<file path="src/design/sdrs_pkg.sv">
// ----------------------------------------------------------------------------
// sdrs_pkg
// Shared widths, result status codes and cell operations for the SCAN disk
// request scheduler.
// ----------------------------------------------------------------------------
package sdrs_pkg;

  localparam int unsigned DepthDef = 64;
  localparam int unsigned TrackW   = 16;
  localparam int unsigned IdW      = 16;
  localparam int unsigned StatusW  = 2;
  localparam int unsigned PendW    = 7;

  localparam logic [StatusW-1:0] StatusAdded      = 2'd0;
  localparam logic [StatusW-1:0] StatusDispatched = 2'd1;
  localparam logic [StatusW-1:0] StatusEmpty      = 2'd2;
  localparam logic [StatusW-1:0] StatusFull       = 2'd3;

  localparam logic CmdAdd      = 1'b0;
  localparam logic CmdDispatch = 1'b1;

  // Operation broadcast to every cell of the request chain.
  typedef enum logic [1:0] {
    CELL_HOLD,    // keep contents
    CELL_LOAD,    // selected cell takes the new request
    CELL_ROTATE,  // every cell takes its upper neighbor, ring wraps
    CELL_CLOSE    // cells at and above the selected index take their neighbor
  } cell_op_e;

endpackage

</file>
<file path="src/design/sdrs_cell.sv">
// ----------------------------------------------------------------------------
// sdrs_cell
// One slot of the request chain: holds a track and an id, loads a new
// request or takes the word of its upper neighbor.
// ----------------------------------------------------------------------------
module sdrs_cell #(
  parameter int unsigned IdxW    = 6,
  parameter int unsigned CellIdx = 0
) (
  input  logic                         clk_i,
  input  sdrs_pkg::cell_op_e           op_i,
  input  logic [IdxW-1:0]              sel_idx_i,
  input  logic [sdrs_pkg::TrackW-1:0]  new_track_i,
  input  logic [sdrs_pkg::IdW-1:0]     new_id_i,
  input  logic [sdrs_pkg::TrackW-1:0]  nbr_track_i,
  input  logic [sdrs_pkg::IdW-1:0]     nbr_id_i,
  output logic [sdrs_pkg::TrackW-1:0]  track_o,
  output logic [sdrs_pkg::IdW-1:0]     id_o
);
  import sdrs_pkg::*;

  localparam logic [IdxW-1:0] MyIdx = IdxW'(CellIdx);

  logic [TrackW-1:0] track_q, track_d;
  logic [IdW-1:0]    id_q, id_d;

  always_comb begin
    track_d = track_q;
    id_d    = id_q;
    unique case (op_i)
      CELL_HOLD: begin
      end
      CELL_LOAD: begin
        if (sel_idx_i == MyIdx) begin
          track_d = new_track_i;
          id_d    = new_id_i;
        end
      end
      CELL_ROTATE: begin
        track_d = nbr_track_i;
        id_d    = nbr_id_i;
      end
      CELL_CLOSE: begin
        if (MyIdx >= sel_idx_i) begin
          track_d = nbr_track_i;
          id_d    = nbr_id_i;
        end
      end
      default: begin
      end
    endcase
  end

  always_ff @(posedge clk_i) begin
    track_q <= track_d;
    id_q    <= id_d;
  end

  assign track_o = track_q;
  assign id_o    = id_q;

endmodule

</file>
<file path="src/design/sdrs_scan.sv">
// ----------------------------------------------------------------------------
// sdrs_scan
// Nearest-request tracker: while enabled, takes the chain's read-point word
// one entry per cycle and keeps the nearest request above and below the head.
// ----------------------------------------------------------------------------
module sdrs_scan #(
  parameter int unsigned IdxW = 6
) (
  input  logic                         clk_i,
  input  logic                         rst_ni,
  input  logic                         clear_i,
  input  logic                         en_i,
  input  logic [sdrs_pkg::TrackW-1:0]  head_i,
  input  logic [sdrs_pkg::TrackW-1:0]  track_i,
  input  logic [sdrs_pkg::IdW-1:0]     id_i,
  input  logic [IdxW-1:0]              idx_i,
  output logic                         up_found_o,
  output logic [IdxW-1:0]              up_idx_o,
  output logic [sdrs_pkg::TrackW-1:0]  up_track_o,
  output logic [sdrs_pkg::IdW-1:0]     up_id_o,
  output logic                         dn_found_o,
  output logic [IdxW-1:0]              dn_idx_o,
  output logic [sdrs_pkg::TrackW-1:0]  dn_track_o,
  output logic [sdrs_pkg::IdW-1:0]     dn_id_o
);
  import sdrs_pkg::*;

  logic              up_found_q, dn_found_q;
  logic [TrackW-1:0] up_dist_q, dn_dist_q;
  logic [IdxW-1:0]   up_idx_q, dn_idx_q;
  logic [TrackW-1:0] up_track_q, dn_track_q;
  logic [IdW-1:0]    up_id_q, dn_id_q;

  logic [TrackW-1:0] up_dist, dn_dist;
  logic              up_take, dn_take;

  // Strict compare keeps the earliest arrival on equal distance.
  always_comb begin
    up_dist = track_i - head_i;
    dn_dist = head_i - track_i;
    up_take = en_i && (track_i >= head_i) && (!up_found_q || (up_dist < up_dist_q));
    dn_take = en_i && (track_i <= head_i) && (!dn_found_q || (dn_dist < dn_dist_q));
  end

  always_ff @(posedge clk_i or negedge rst_ni) begin
    if (!rst_ni) begin
      up_found_q <= 1'b0;
      dn_found_q <= 1'b0;
    end else if (clear_i) begin
      up_found_q <= 1'b0;
      dn_found_q <= 1'b0;
    end else begin
      if (up_take) up_found_q <= 1'b1;
      if (dn_take) dn_found_q <= 1'b1;
    end
  end

  always_ff @(posedge clk_i) begin
    if (up_take) begin
      up_dist_q  <= up_dist;
      up_idx_q   <= idx_i;
      up_track_q <= track_i;
      up_id_q    <= id_i;
    end
    if (dn_take) begin
      dn_dist_q  <= dn_dist;
      dn_idx_q   <= idx_i;
      dn_track_q <= track_i;
      dn_id_q    <= id_i;
    end
  end

  assign up_found_o = up_found_q;
  assign up_idx_o   = up_idx_q;
  assign up_track_o = up_track_q;
  assign up_id_o    = up_id_q;
  assign dn_found_o = dn_found_q;
  assign dn_idx_o   = dn_idx_q;
  assign dn_track_o = dn_track_q;
  assign dn_id_o    = dn_id_q;

endmodule

</file>
<file path="src/design/scan_disk_request_scheduler.sv">
// ----------------------------------------------------------------------------
// scan_disk_request_scheduler
// SCAN (elevator) scheduler for up to DEPTH pending disk requests.
// ----------------------------------------------------------------------------
// Usage:
//   Issue a command word by raising start_i while busy_o is low; the word is
//   taken at that clock edge. cmd_i selects add (track_i, req_id_i) or
//   dispatch (head_track_i). Every command yields exactly one result word,
//   shown for one cycle with done_o high: status_o, chosen_id_o,
//   chosen_track_o, moving_up_o and pending_count_o.
//   Timing: add, add-when-full and dispatch-when-empty report in the cycle
//   after acceptance, and busy_o never rises for them. A dispatch with
//   requests pending rotates the request chain once past the comparator,
//   one entry per cycle, then drops the chosen entry; busy_o stays high
//   through the pass and the drop, so no new command is taken before the
//   dispatch reports; the single scan unit sits at the chain's read point.
//   Reset empties the queue and sets the sweep direction to up; stored
//   requests are not cleared, no clearing pass is needed.
//   The receiver cannot stall: a result word is valid only in its cycle.
//   A new command may be issued in the same cycle that done_o is high.
// ----------------------------------------------------------------------------
module scan_disk_request_scheduler #(
  parameter int unsigned DEPTH = sdrs_pkg::DepthDef
) (
  input  logic                          clk_i,
  input  logic                          rst_ni,
  input  logic                          start_i,
  output logic                          busy_o,
  input  logic                          cmd_i,
  input  logic [sdrs_pkg::TrackW-1:0]   track_i,
  input  logic [sdrs_pkg::IdW-1:0]      req_id_i,
  input  logic [sdrs_pkg::TrackW-1:0]   head_track_i,
  output logic                          done_o,
  output logic [sdrs_pkg::StatusW-1:0]  status_o,
  output logic [sdrs_pkg::IdW-1:0]      chosen_id_o,
  output logic [sdrs_pkg::TrackW-1:0]   chosen_track_o,
  output logic                          moving_up_o,
  output logic [sdrs_pkg::PendW-1:0]    pending_count_o
);
  import sdrs_pkg::*;

  localparam int unsigned IdxW = (DEPTH > 1) ? $clog2(DEPTH) : 1;
  localparam int unsigned CntW = $clog2(DEPTH + 1);
  localparam logic [CntW-1:0] DepthCnt = CntW'(DEPTH);
  localparam logic [IdxW-1:0] LastIdx  = IdxW'(DEPTH - 1);

  localparam logic [1:0] StIdle = 2'd0;
  localparam logic [1:0] StScan = 2'd1;
  localparam logic [1:0] StDone = 2'd2;

  logic [1:0]        state_q, state_d;
  logic [CntW-1:0]   occ_q, occ_d;
  logic              dir_up_q, dir_up_d;
  logic [IdxW-1:0]   cnt_q, cnt_d;
  logic [TrackW-1:0] head_q, head_d;

  // result word
  logic               done_q, done_d;
  logic [StatusW-1:0] status_q, status_d;
  logic [IdW-1:0]     cid_q, cid_d;
  logic [TrackW-1:0]  ctrk_q, ctrk_d;

  // chain control
  cell_op_e        cell_op;
  logic [IdxW-1:0] cell_sel;

  logic [TrackW-1:0] cell_track [DEPTH];
  logic [IdW-1:0]    cell_id    [DEPTH];

  // scan unit
  logic              scan_clear, scan_en;
  logic              up_found, dn_found;
  logic [IdxW-1:0]   up_idx, dn_idx;
  logic [TrackW-1:0] up_track, dn_track;
  logic [IdW-1:0]    up_id, dn_id;

  logic            accept;
  logic            pick_up;
  logic [IdxW-1:0] pick_idx;

  assign accept = start_i && (state_q == StIdle);

  // Request chain: cell i feeds from cell i+1, the top cell from cell 0 so a
  // rotation pass walks every entry past cell 0 and returns to its order.
  for (genvar gi = 0; gi < DEPTH; gi++) begin : g_cell
    sdrs_cell #(
      .IdxW    (IdxW),
      .CellIdx (gi)
    ) u_cell (
      .clk_i       (clk_i),
      .op_i        (cell_op),
      .sel_idx_i   (cell_sel),
      .new_track_i (track_i),
      .new_id_i    (req_id_i),
      .nbr_track_i (cell_track[(gi + 1) % DEPTH]),
      .nbr_id_i    (cell_id[(gi + 1) % DEPTH]),
      .track_o     (cell_track[gi]),
      .id_o        (cell_id[gi])
    );
  end

  // Only entries below the occupancy take part in the search.
  assign scan_en = (state_q == StScan) && (CntW'(cnt_q) < occ_q);

  sdrs_scan #(
    .IdxW (IdxW)
  ) u_scan (
    .clk_i      (clk_i),
    .rst_ni     (rst_ni),
    .clear_i    (scan_clear),
    .en_i       (scan_en),
    .head_i     (head_q),
    .track_i    (cell_track[0]),
    .id_i       (cell_id[0]),
    .idx_i      (cnt_q),
    .up_found_o (up_found),
    .up_idx_o   (up_idx),
    .up_track_o (up_track),
    .up_id_o    (up_id),
    .dn_found_o (dn_found),
    .dn_idx_o   (dn_idx),
    .dn_track_o (dn_track),
    .dn_id_o    (dn_id)
  );

  // Stay on the sweep side if it holds a request, otherwise reverse.
  assign pick_up = dir_up_q ? up_found : !dn_found;

  always_comb begin
    state_d    = state_q;
    occ_d      = occ_q;
    dir_up_d   = dir_up_q;
    cnt_d      = cnt_q;
    head_d     = head_q;
    done_d     = 1'b0;
    status_d   = status_q;
    cid_d      = cid_q;
    ctrk_d     = ctrk_q;
    cell_op    = CELL_HOLD;
    cell_sel   = occ_q[IdxW-1:0];
    scan_clear = 1'b0;
    pick_idx   = '0;

    unique case (state_q)
      StIdle: begin
        if (accept) begin
          done_d = 1'b1;
          cid_d  = '0;
          ctrk_d = '0;
          if (cmd_i == CmdAdd) begin
            if (occ_q >= DepthCnt) begin
              status_d = StatusFull;
            end else begin
              // append at the tail
              cell_op  = CELL_LOAD;
              cell_sel = occ_q[IdxW-1:0];
              occ_d    = occ_q + 1'b1;
              status_d = StatusAdded;
            end
          end else if (occ_q == '0) begin
            status_d = StatusEmpty;
          end else begin
            // hold the result back until the pass completes
            done_d     = 1'b0;
            head_d     = head_track_i;
            cnt_d      = '0;
            scan_clear = 1'b1;
            state_d    = StScan;
          end
        end
      end
      StScan: begin
        cell_op = CELL_ROTATE;
        cnt_d   = cnt_q + 1'b1;
        if (cnt_q == LastIdx) begin
          state_d = StDone;
        end
      end
      StDone: begin
        if (occ_q == CntW'(1)) begin
          // lone request: take it, leave the direction alone
          pick_idx = '0;
          cid_d    = cell_id[0];
          ctrk_d   = cell_track[0];
        end else begin
          dir_up_d = pick_up;
          pick_idx = pick_up ? up_idx : dn_idx;
          cid_d    = pick_up ? up_id : dn_id;
          ctrk_d   = pick_up ? up_track : dn_track;
        end
        // drop the chosen entry, close the gap
        cell_op  = CELL_CLOSE;
        cell_sel = pick_idx;
        occ_d    = occ_q - 1'b1;
        status_d = StatusDispatched;
        done_d   = 1'b1;
        state_d  = StIdle;
      end
      default: begin
        state_d = StIdle;
      end
    endcase
  end

  always_ff @(posedge clk_i or negedge rst_ni) begin
    if (!rst_ni) begin
      state_q  <= StIdle;
      occ_q    <= '0;
      dir_up_q <= 1'b1;
      cnt_q    <= '0;
      done_q   <= 1'b0;
    end else begin
      state_q  <= state_d;
      occ_q    <= occ_d;
      dir_up_q <= dir_up_d;
      cnt_q    <= cnt_d;
      done_q   <= done_d;
    end
  end

  always_ff @(posedge clk_i) begin
    head_q   <= head_d;
    status_q <= status_d;
    cid_q    <= cid_d;
    ctrk_q   <= ctrk_d;
  end

  assign busy_o          = (state_q != StIdle);
  assign done_o          = done_q;
  assign status_o        = status_q;
  assign chosen_id_o     = cid_q;
  assign chosen_track_o  = ctrk_q;
  assign moving_up_o     = dir_up_q;
  assign pending_count_o = PendW'(occ_q);

endmodule

</file>
<file path="config.mk">
export PLATFORM = sky130hd
export DESIGN_NAME = scan_disk_request_scheduler
export DESIGN_NICKNAME = d
export VERILOG_FILES = /design/src/design/sdrs_pkg.sv /design/src/design/sdrs_cell.sv /design/src/design/sdrs_scan.sv /design/src/design/scan_disk_request_scheduler.sv
export SDC_FILE = /design/constraint.sdc
export NUM_CORES = 2
export LEC_CHECK = 0
export BUFFER_PORTS_ARGS = -buffer_cell sky130_fd_sc_hd__buf_2
export CAP_MARGIN = 20
export CORE_MARGIN = 8
export CORE_UTILIZATION = 50
export DETAILED_ROUTE_END_ITERATION = 8
export GPL_ROUTABILITY_DRIVEN = 0
export GPL_TIMING_DRIVEN = 0
export PLACE_DENSITY = 0.63
export SYNTH_ARGS = -nofsm -noshare
export SYNTH_HDL_FRONTEND = slang
export SYNTH_HIERARCHICAL = 1
export SYNTH_SLANG_ARGS = --single-unit
</file>
<file path="constraint.sdc">
create_clock -name clk_i -period 51.9 [get_ports clk_i]
set_input_delay 0 -clock clk_i [delete_from_list [all_inputs] [get_ports clk_i]]
set_output_delay 0 -clock clk_i [all_outputs]
set_load 0.02 [all_outputs]
</file>
Word level (Yosys, flattened, before mapping)
Index checks and enable logic that the tools add are counted.
Widths: inputs -> output; s select.
Storage, ports and cells
  bits in latches: 0
  memories kept: 0
  bits in writable memories: 0
  logic and storage cells: 948
  bits in registers: 2225
  memory bits (read-only): 0
  output and inout bits: 44
Operators by class
  shift operators: 0
  div/mod/pow operators: 0
  add/subtract/negate cells: 5
  eq/ne operators: 205
  multiply operators: 0
  magnitude comparators: 70
  reduce and logical (&&, ||, !) cells: 90
  multiplexer cells: 429
  bitwise gates (word level): 2
Operators by type and width (count)
  $pmux 16 s3: 128
  $mux 16: 261
  $ne 2x1->1 const B: 129
  $eq 6x6->1 const B: 33
  $reduce_and 3->1: 65
  $ge 6x6->1 const A: 32
  $eq 6x5->1 const B: 16
  $ge 5x6->1 const A: 16
  $pmux 16 s2: 2
  $eq 6x4->1 const B: 8
  $ge 4x6->1 const A: 8
  $mux 6: 6
  $lt 16x16->1: 2
  $sub 16x16->16: 2
  $eq 6x3->1 const B: 4
  $ge 3x6->1 const A: 4
  $mux 7: 3
  $ge 16x16->1: 1
  $le 16x16->1: 1
  $mux 2: 8
  $reduce_and 4->1: 4
  $mux 1: 15
  $pmux 7 s2: 1
  $eq 6x2->1 const B: 2
  27 further kinds: 50

Longest topological paths before layout
  depth in word-level cells: 8
  gate-level depth with buffers: 17
  depth with buffers taken out: 17

Worst setup path before layout
Ideal clock, no wire load.
  path kind: flip-flop to flip-flop
  from: register state_q[1]
  to: register g_cell[31].u_cell.id_q[0] (enable)
  required time: 51430 ps
  stages on the path, launching flop included: 6
  slack: 35556 ps
  arrival: 15874 ps
  buffers on the path: 0
  period minus slack after synthesis: 16344 ps
  cell sequence: dfrtp_1 > inv_1 > o21ai_0 > ha_1 > mux2_2 > a211oi_1
On the way
  longest elaborated chain between the ends: 7
Ends and longest elaborated chain
  from (decl): line scan_disk_request_scheduler.sv:51  | logic [1:0] state_q, state_d;
  from (signal assigned): line scan_disk_request_scheduler.sv:207  | state_q <= StIdle;
  from (signal assigned): line scan_disk_request_scheduler.sv:213  | state_q <= state_d;
  $logic_not 2->1: line scan_disk_request_scheduler.sv:81, scan_disk_request_scheduler.sv:144
  $logic_and 1x1->1: line scan_disk_request_scheduler.sv:81  | assign accept = start_i && (state_q == StIdle);
  $mux 1: line scan_disk_request_scheduler.sv:146  | if (accept) begin
  $pmux 2 s3 (*): line scan_disk_request_scheduler.sv:144  | unique case (state_q)
  net cell_op[0]: line scan_disk_request_scheduler.sv:64  | cell_op_e cell_op;
  $eq 2x2->1 or $eq 2x1->1 (tied branches): line sdrs_cell.sv:30  | unique case (op_i)
  $ne 2x1->1 (no source line) or $reduce_bool 3->1 (tied branches)
  $reduce_and 3->1 (no source line) (*)
  to (signal assigned): line sdrs_cell.sv:56  | id_q <= id_d;
  to (decl): line sdrs_cell.sv:25  | logic [IdW-1:0] id_q, id_d;
The timed path passes the listed nets; every way through them passes the cells marked *.
A chain may end at the register's enable or synchronous reset.

Final worst setup path
  from: register state_q[0]
  to: register g_cell[49].u_cell.id_q[12] (enable)
RTL lines
  $eq 2x2->1 (*): line scan_disk_request_scheduler.sv:144
  $mux 6 (*)
  net cell_sel[4]: line scan_disk_request_scheduler.sv:65  | logic [IdxW-1:0] cell_sel;
  $ge 6x6->1 or $eq 6x6->1 (tied branches): line sdrs_cell.sv:44, sdrs_cell.sv:34
  $ne 2x1->1 (no source line)
  $reduce_and 3->1 (no source line) (*)
  to (signal assigned): line sdrs_cell.sv:56
  to (decl): line sdrs_cell.sv:25
Marked as above.

==> impl_metrics.py <==
metrics = {
    "run_status": {
        "status": "completed",
    },
    "critical_path": {
        "worstPathRequired_ps": 52420,
        "crit_path_max_fanout": 28,
        "cp-end-kind": "flip-flop",
        "cp-start-kind": "flip-flop",
        "criticalPathCategory": "flip-flop to flip-flop",
        "arrival_ps": 5810,
    },
    "floorplanning": {
        "initial_core_util": 0.501,
        "fp-row-count": 170,
        "io_pins": 96,
        "fp.coreArea_um2": 214000,
        "die_h_um": 479,
        "dieArea_um2": 229000,
        "die_x_um": 479,
    },
    "synthesis": {
        "synthTopCellsByCount": "edfxtp_1 (2206), mux2_4 (1339), mux2_2 (691)",
        "async_reset_ff_frac": 0.00854,
        "syn_avg_cell_area_um2": 18.3,
        "synth.yosys.seq_area_share": 0.624,
        "postSynthCellCount": 5847,
        "syn_area_um2": 107000,
        "synth.most_common_cell": "edfxtp_1",
        "synth_fp_nets": 6165,
        "synth.area.top_cells": "edfxtp_1 (62%), mux2_4 (19%), mux2_2 (7.3%)",
        "synth_top_cell_area_share": 0.619,
        "yosys_warnings": 6,
        "synthFlopType": "edfxtp_1",
        "yosys.area.top_type": "edfxtp_1",
        "synth_edf_count": 2206,
        "yosys_register_bits": 2225,
        "ys_types": 100,
    },
    "clocking": {
        "cts_buffers": 231,
        "clock-sinks": 2225,
        "cts_tree": "built",
        "clockBufferDepth": 3,
        "root_buffer": "clkbuf_16",
        "cts_resized": 0,
        "clk_latency_ps": 860,
        "htreeDepth": 4,
        "cts.clk_slew.worst_paths_ps": 60,
    },
    "grt": {
        "grt_pass1_wl_mm": 352,
        "grt_remaining_overflow": 0,
        "grt_pass1_vias": 55100,
        "grt_use_total": 0.199,
        "grt_start_max_net_pins": 71,
        "antenna_found_initial": 14,
    },
    "layout": {
        "multiInputGateArea_um2": 37900,
        "fillers": 16000,
        "area_growth_pct": 14.7,
        "nets": 6696,
        "layout-drive-gt1-share": 0.444,
        "seq_area_um2": 66700,
    },
    "timing": {
        "tightest_slew_ps": 1040,
        "fin_crit_ps": 5290,
        "setup_viol": 0,
        "clock_skew_ps": 55.1,
        "finalSetupTns_ps": 0,
        "rsz0062_at_grt": "no",
        "period_share": 0.102,
        "max_freq_ghz": 0.189,
        "maxSlewViolCount": 0,
        "relSlewSlack": 0.307,
        "hold_viol_final": 0,
        "whs_ps": 93.4,
    },
    "route": {
        "drt-vias-per-instance": 5.64,
        "dr.first_iter.drc_count": 4195,
        "drc": 0,
        "num_vias": 53100,
        "ant_nets": 0,
        "first_pass_iters": 5,
        "drt-total-wl_mm": 232,
        "post_drt_wl_per_cell_um": 24.7,
    },
    "min_path": {
        "hold_path.class": "input port to flip-flop",
    },
    "place": {
        "io_buffer_count": 95,
        "hpwlAfterDp_mm": 155,
    },
    "run": {
        "drv_cap": 0,
    },
}
## logic make-up after synthesis
| family | after synthesis | synth area share |
|---|---|---|
| XOR/XNOR | 32 | 0.00262 |
| AO/OA/AOI/OAI | 337 | 0.0212 |
| adder cells (fa/ha/maj) | 266 | 0.0312 |
| AND/OR/NAND/NOR | 422 | 0.0241 |
| buffers and inverters | 463 | 0.0295 |
| flip-flops | 2225 | 0.624 |
| multiplexers | 2102 | 0.268 |
## worst max-delay path: stages (launching register included)
cell and delay (ps):
dfrtp_1 440, inv_1 180, ha_1 320, clkinv_1 420, a31o_2 500, o22ai_4 670
buf_16 240, buf_12 190, nand3_1 90, a222oi_1 630, buf_2 310, buf_2 220
buf_2 210, buf_2 220, buf_2 230
## cells in the final DEF (no fill, tap or decap), types with 42 or more instances in the layout
master         netlist  routed
buf_12               5      53
mux2_2             691     691
dlygate4sd3_1        0      69
clkbuf_16            0     232
o21ai_0             52      51
ha_1               264     263
buf_6              147     151
mux2i_1             50      50
buf_4               19      51
mux2_4            1339    1339
buf_2               23      96
clkbuf_1            16      77
nor2_4              46      46
a21oi_1            102      70
clkinv_1             1      65
edfxtp_1          2206    2206
nand2_1             56      55
nand3_1             42      42
nor2_1             103     103
inv_1              239     239
buf_16               0      58
## metrics by stage
stage	worst slack, ps	instance area [um2]	utilization	cells
final	46610	123000	0.575	9407
after global routing	46350	123000	0.575	9406
after CTS	46640	123000	0.575	9405
after detailed placement	46690	115000	0.537	8914
after global placement	25350	111000	0.520	8780
after floorplan	35560	107000	-	5847
## state kept, by name, indices dropped and copies added (netlist names)
| name | flops |
|---|---|
| moving_up_o | 1 |
| g_cell.u_cell/track_o | 1024 |
| u_scan/up_id_o | 16 |
| head_q | 16 |
| cnt_q | 6 |
| pending_count_o | 7 |
| state_q | 2 |
| u_scan/dn_track_o | 16 |
| u_scan/dn_dist_q | 16 |
| done_o | 1 |
| u_scan/dn_id_o | 16 |
| u_scan/dn_idx_o | 6 |
| u_scan/up_dist_q | 16 |
| u_scan/dn_found_o | 1 |
| u_scan/up_track_o | 16 |
| chosen_id_o | 16 |
| g_cell.u_cell/id_o | 1024 |
| chosen_track_o | 16 |
| status_o | 2 |
| u_scan/up_idx_o | 6 |
| u_scan/up_found_o | 1 |
## per-layer routing
layer,GRT usage,up-vias,wire (um)
met5,0,-,0
met4,0.0420,0,4270
met3,0.0350,314,12800
met2,0.308,1307,104000
met1,0.296,27700,111000
li1,-,23800,-
## final timing paths
| check | startpoint | endpoint | slack (ps) | cells after the start |
|---|---|---|---|---|
| setup / recovery | state_q[0] | g_cell[49].u_cell/id_o[12] | 46610 | 14 |
| hold / removal | cmd_i | status_o[1] | 90 | 4 |
| setup reg to reg | state_q[0] | g_cell[49].u_cell/id_o[12] | 46610 | 14 |
| hold reg to reg | g_cell[39].u_cell/id_o[7] | g_cell[38].u_cell/id_o[7] | 510 | 1 |
| max in group asynchronous | rst_ni | cnt_q[4] | 50990 | 3 |
| min in group asynchronous | rst_ni | done_o | 360 | 3 |
## what timing repair did
item | 4_1_cts | 5_1_grt
hold endpoints to repair | 923 | 0
setup buffers | 0 | 0
hold buffers | 69 | 0
## area by class of cell
type                    instances  area share
repair buffers                298      0.0335
diodes                          2   0.0000408
plain buffers                 222      0.0184
clock buffers                 295      0.0494
inverters                     241     0.00737
clock inverters               127      0.0101
flip-flops and latches       2225       0.544
multi-input cells            3159       0.309
well taps                    2838      0.0289
Power is left out: the tool's default activity adds up to more than one toggle a clock period on the data nets, which glitch-free logic cannot reach.
